**config.mk**
```make
export PLATFORM = sky130hd
export DESIGN_NAME = cksz_crc
export DESIGN_NICKNAME = d
export VERILOG_FILES = /design/src/design/cksz_pkg.sv /design/src/design/cksz_crc.sv
export SDC_FILE = /design/constraint.sdc
export NUM_CORES = 1
export LEC_CHECK = 0
export BUFFER_PORTS_ARGS = -buffer_cell sky130_fd_sc_hd__buf_4
export CORE_MARGIN = 10
export CORE_UTILIZATION = 50
export CTS_CLUSTER_SIZE = 14
export DETAILED_ROUTE_END_ITERATION = 8
export PLACE_DENSITY = 0.74
export REMOVE_ABC_BUFFERS = 1
export SLEW_MARGIN = 15
export SYNTH_ARGS = -nofsm -noshare
export SYNTH_HDL_FRONTEND = slang
export SYNTH_SLANG_ARGS = --single-unit
```
**constraint.sdc**
```tcl
create_clock -name i_clk -period 2.5 [get_ports i_clk]
set_input_delay 0.375 -clock i_clk [delete_from_list [all_inputs] [get_ports i_clk]]
set_output_delay 0.375 -clock i_clk [all_outputs]
set_load 0.02 [all_outputs]
```
**src/design/cksz_pkg.sv**
```systemverilog
// Shared constants and types for the CRC-32 keyed size table.
// No dependencies; imported by cksz_crc and the top level (cksz_ram does not use it).
package cksz_pkg;

    // Table geometry
    localparam int TABLE_DEPTH = 256;
    localparam int TBL_AW      = (TABLE_DEPTH > 1) ? $clog2(TABLE_DEPTH) : 1;
    localparam int TBL_CW      = $clog2(TABLE_DEPTH + 1);
    localparam int ENTRY_W     = 64;

    // Reflected CRC-32
    localparam logic [31:0] CRC_POLY = 32'hEDB8_8320;
    localparam logic [31:0] CRC_ONES = 32'hFFFF_FFFF;

    // Command codes
    localparam logic [1:0] CMD_GET_KEY  = 2'd0;
    localparam logic [1:0] CMD_SET_KEY  = 2'd1;
    localparam logic [1:0] CMD_GET_HASH = 2'd2;
    localparam logic [1:0] CMD_SET_HASH = 2'd3;

    // Control from the sequencer to the CRC unit
    typedef struct packed {
        logic fold_en;   // fold the current key byte
        logic restart;   // key finished: go back to all ones
    } t_crc_ctl;

endpackage

```
**src/design/cksz_crc.sv**
```systemverilog
// Running reflected CRC-32 over key bytes, one byte per cycle while fold_en is set.
// Depends on cksz_pkg for the polynomial and the control struct.
module cksz_crc
    import cksz_pkg::*;
(
    input  logic        i_clk,
    input  logic        i_rst_n,
    input  t_crc_ctl    i_ctl,
    input  logic [7:0]  i_byte,
    output logic [31:0] o_hash     // finished hash if this byte were the last
);

    logic [31:0] r_crc;
    logic [31:0] n_crc;
    logic [31:0] fold;

    // Byte-wise fold: eight shift/xor steps on the low byte
    always_comb begin
        logic [31:0] c;
        c = {24'd0, r_crc[7:0] ^ i_byte};
        for (int b = 0; b < 8; b++) begin
            if (c[0]) begin
                c = CRC_POLY ^ (c >> 1);
            end else begin
                c = c >> 1;
            end
        end
        fold = c ^ (r_crc >> 8);
    end

    assign o_hash = fold ^ CRC_ONES;
    assign n_crc  = i_ctl.restart ? CRC_ONES : fold;

    always_ff @(posedge i_clk) begin
        if (!i_rst_n) begin
            r_crc <= CRC_ONES;
        end else if (i_ctl.fold_en) begin
            r_crc <= n_crc;
        end
    end

endmodule

```
== Word-level counts from Yosys, hierarchy flattened ==
Cells that the tools add are included.

* Register bits: 32
* Bits of input ports: 12
* Output and inout port bits: 32
* Logic and storage cells: 21

* Mux-type cells: 9
* Bitwise logic cells: 11

{| class="wikitable"
|+ Operators by type and width
! kind !! number
|-
| 32-bit 2-to-1 mux || 9
|-
| 13-bit NOT with 14-bit output || 7
|-
| 32-bit NOT || 1
|-
| 32-bit by 24-bit XOR with 32-bit output || 1
|-
| 1-bit NOT with 14-bit output || 1
|-
| 8-bit XOR || 1
|}

== Depth between registers and ports, before layout ==
* Depth after elaboration: 19
* Depth in mapped cells: 6
* Gate-level depth less buffers: 5

== Worst setup path after synthesis ==
Ideal clock, no wire load.

* Path type: input-to-output
* Start: in i_byte[0]
* End: out o_hash[22]
* Data arrival time: 1883 ps
* Data required time: 2125 ps
* Path slack: 242 ps
* Cell stages on the path: 4
* Path buffers: 0
* Path through: xnor2_2 -> xnor3_2 -> xor2_2 -> xnor2_1

* Longest elaborated chain between the ends: 15

{| class="wikitable"
|+ RTL lines
! element !! RTL line !! source
|-
| start, declared || cksz_crc.sv:9 || <nowiki>input logic [7:0] i_byte,</nowiki>
|-
| 8-bit XOR * || cksz_crc.sv:20 || <nowiki>c = {24'd0, r_crc[7:0] ^ i_byte};</nowiki>
|-
| 32-bit 2-to-1 mux * (2 in a row) || cksz_crc.sv:22 || <nowiki>if (c[0]) begin</nowiki>
|-
| 13-bit NOT with 14-bit output (no line) || -- ||
|-
| 32-bit 2-to-1 mux * || cksz_crc.sv:22 ||
|-
| 13-bit NOT with 14-bit output (no line) || -- ||
|-
| 32-bit 2-to-1 mux * (2 in a row) || cksz_crc.sv:22 ||
|-
| 13-bit NOT with 14-bit output (no line) || -- ||
|-
| 32-bit 2-to-1 mux * || cksz_crc.sv:22 ||
|-
| 13-bit NOT with 14-bit output (no line) || -- ||
|-
| 32-bit 2-to-1 mux * (2 in a row) || cksz_crc.sv:22 ||
|-
| 32-bit by 24-bit XOR with 32-bit output * || cksz_crc.sv:28 || <nowiki>fold = c ^ (r_crc >> 8);</nowiki>
|-
| 32-bit NOT (no line) * || -- ||
|-
| end, declared || cksz_crc.sv:10 || <nowiki>output logic [31:0] o_hash</nowiki>
|}

Every way passes the cells marked *; elsewhere a longest branch is shown, timed or not.

== Worst setup path in the final report ==
* Start: reg r_crc[7]
* End: out o_hash[24]

* Longest elaborated chain between the ends: 12

{| class="wikitable"
|+ RTL lines
! element !! RTL line !! source
|-
| start, declared || cksz_crc.sv:13 || <nowiki>logic [31:0] r_crc;</nowiki>
|-
| start signal, assigned || cksz_crc.sv:38 || <nowiki>r_crc <= n_crc;</nowiki>
|-
| 8-bit XOR * || cksz_crc.sv:20 ||
|-
| 32-bit 2-to-1 mux * || cksz_crc.sv:22 ||
|-
| 13-bit NOT with 14-bit output (no line) || -- ||
|-
| 32-bit 2-to-1 mux * (7 in a row) || cksz_crc.sv:22 ||
|-
| 32-bit by 24-bit XOR with 32-bit output * || cksz_crc.sv:28 ||
|-
| 32-bit NOT (no line) * || -- ||
|}

Marks and branches as above.

==> flow_metrics.env <==
export IMPL_drtAntennaViolNets=0
export IMPL_synth_async_reset_ratio_pct=0
export IMPL_rows=22
export IMPL_holdCritPathClass="in2reg"
export IMPL_io_pins=44
export IMPL_drive_gt1_share_pct=30.9
export IMPL_layout_min_cycle_time_ns=2.42
export IMPL_synthToLayoutAreaGrowth_pct=27.5
export IMPL_tns_ns=0
export IMPL_dr_wl_met2_mm=2.12
export IMPL_chipHeight_um=83.4
export IMPL_dp_hpwl_mm=3.47
export IMPL_post_route_util_pct=67.9
export IMPL_p_leak_nw=1.11
export IMPL_grt_use_total_pct=13.3
export IMPL_coreArea_mm2=0.00377
export IMPL_p_per_area_mw_per_mm2=1280
export IMPL_wl_per_cell_um=15.6
export IMPL_critPathKind="reg2out"
export IMPL_layout_cells_non_filler=297
export IMPL_reg_top3="r_crc x32"
export IMPL_fin_area_mm2=0.00256
export IMPL_ctsRootBufferMaster="clkbuf_8"
export IMPL_routed_top_layer="met4"
export IMPL_fp_dieW_um=83.4
export IMPL_slew_viol_final=0
export IMPL_crit_family="XOR/XNOR gates"
export IMPL_dpl_cell_count=288
export IMPL_syn_instance_count=196
export IMPL_reg2reg_slack_ns=0.60
export IMPL_max_cap_violations=0
export IMPL_clkTransAtPathRegs_ns=0.07
export IMPL_dr_pass1_iters=4
export IMPL_hold_viol_final=0
export IMPL_gp_congestion=0.841
export IMPL_cts_tree="yes"
export IMPL_cp_required_ns=2.12
export IMPL_route_met3_wl_um=298
export IMPL_grt_max_degree=34
export IMPL_max_clock_freq_mhz=413
export IMPL_tightestPinTransition_ns=0.474
export IMPL_ir_drop_v=0.000831
export IMPL_synth_most_common_cell="xnor2_1"
export IMPL_start_util_pct=53.3
export IMPL_fillers=299
export IMPL_critPathMaxFanout=4
export IMPL_drtIter0Drc=72
export IMPL_largest_register_ffs=32
export IMPL_ys_seq_area_share_pct=31.9
export IMPL_hold_buffers=0
export IMPL_numCtsBuffers=5
export IMPL_slowest_stage="xnor3_1"
export IMPL_dieArea_mm2=0.00695
export IMPL_synth_edf_count=0
export IMPL_synth_top_area_share_pct=31.9
export IMPL_synth_area_leaders="dfxtp_1 32%, xnor2_1 15%, xnor3_1 11%"
export IMPL_grt_overflow=0
export IMPL_endpoint_kind="primary output"
export IMPL_cts_max_level=2
export IMPL_crit_chain="xor2_2, xnor3_1, xnor2_1, buf_4"
export IMPL_setup_viol=0
export IMPL_yosys_register_bits=32
export IMPL_cp_start_kind="flop"
export IMPL_antenna_cells=0
export IMPL_drt_met1_wl_mm=2.18
export IMPL_drc_errors=0
export IMPL_status="completed"
export IMPL_clock_skew_final_ns=0.00164
export IMPL_grt_pass1_vias=1554
export IMPL_synth_top_area_cell="dfxtp_1"
export IMPL_viasPerCell=5.02
export IMPL_yosysUniqueCellTypes=22
export IMPL_slowest_delay_ns=0.53
export IMPL_yosys_top_cells_count="34 x xnor2_1, 32 x dfxtp_1, 19 x nor2_1"
export IMPL_synth_avg_cell_area_um2=10.3
export IMPL_worst_path_buf_inv=1
export IMPL_vias=1492
export IMPL_clkLatencyLatePin_ns=0.28
export IMPL_routed_wl_mm=4.65
export IMPL_crit_arrival_ns=2.05
export IMPL_top_register="r_crc"
export IMPL_relSlewSlack_pct=68.3
export IMPL_ys_warn_count=0
export IMPL_postPlaceCellArea_mm2=0.00244
export IMPL_grt_pass1_wl_mm=7.73
export IMPL_syn_area_mm2=0.00201
export IMPL_period_share_pct=96.9
export IMPL_port_buffers=43
export IMPL_cts_sinks=32
export IMPL_rsz0062_at_grt="true"
export IMPL_synth_top_flop_cell="dfxtp_1"
export IMPL_nets=260
export IMPL_antenna_found_initial=0
export IMPL_clock_path_buffers=2
-- through the flow --
stage	hold WS (ns)	power, W	setup WS (ns)
floorplan	0.434	0.00207	0.242
global placement	0.452	0.00288	0.226
detailed placement	0.462	0.00289	0.250
CTS	0.433	0.00332	0.0244
global route	0.449	0.00349	-0.0145
finish	0.438	0.00329	0.0768
-- per-layer routing --
metal | global-route usage (%) | vias up
met1 | 17.3 | 694
met5 | 0 | -
met2 | 20.1 | 43
met4 | 4.62 | 0
met3 | 4.30 | 5
li1 | - | 750
-- cells in the final DEF (no fill, tap or decap), types with 2 or more instances in the layout --
| cell | synthesis | routed |
|---|---|---|
| xnor2_4 | 1 | 2 |
| nand2b_1 | 17 | 17 |
| o2bb2ai_1 | 8 | 8 |
| clkbuf_8 | 0 | 6 |
| xnor3_2 | 3 | 3 |
| xnor2_1 | 34 | 33 |
| a21oi_1 | 15 | 15 |
| xnor3_1 | 10 | 10 |
| dfxtp_1 | 32 | 32 |
| xor2_2 | 2 | 3 |
| nor2_1 | 19 | 19 |
| a31oi_1 | 4 | 4 |
| buf_4 | 0 | 54 |
| nand2_1 | 14 | 14 |
| inv_1 | 4 | 4 |
| clkinv_2 | 0 | 2 |
| o22ai_1 | 4 | 4 |
| xnor2_2 | 5 | 5 |
| xor2_1 | 11 | 10 |
-- worst reg2reg max path, delay by kind of cell (launching register included) --
family	cells	cell delay (ns)
flops	1	0.38
simple gates	1	0.06
xor+xnor	3	1.18
compound gates	1	0.16
-- layout make-up --
| type | instances | area, um2 | area share (%) |
|---|---|---|---|
| flip-flops and latches | 32 | 641 | 25.0 |
| clock buffers | 6 | 82.6 | 3.22 |
| multi-input cells | 151 | 1350 | 52.6 |
| clock inverters | 2 | 10.0 | 0.391 |
| repair buffers | 54 | 405 | 15.8 |
| inverters | 4 | 15.0 | 0.586 |
| well taps | 48 | 60.1 | 2.34 |
-- worst paths after layout --
path,start,endpoint,cells past startpoint
min reg2reg,r_crc[16]$_SDFFE_PN1P_,r_crc[16]$_SDFFE_PN1P_,2
max reg2reg,r_crc[7]$_SDFFE_PN1P_,r_crc[24]$_SDFFE_PN1P_,5
min,i_rst_n,r_crc[17]$_SDFFE_PN1P_,2
max,r_crc[7]$_SDFFE_PN1P_,o_hash[24],4
-- power breakdown --
group          internal [W]  switching [W]
clock network      0.000219       0.000192
logic               0.00107        0.00117
registers          0.000584      0.0000586
total               0.00187        0.00142
-- logic make-up after synthesis --
logic type / share of synthesized area [%]
AOI/OAI and AO/OA: 9.96
xor gates and xnor gates: 44.0
buffers and inverters: 2.43
DFF: 31.9
and+or+nand+nor: 11.8
-- timing repair --
| action | 4_1_cts | 5_1_grt |
|---|---|---|
| hold endpoints to repair | 0 | 0 |
| buffers inserted | 0 | 1 |
| resized for setup | 0 | 3 |
| setup endpoints to repair | 0 | 5 |
Note: power is estimated with default switching activity, not from simulation.
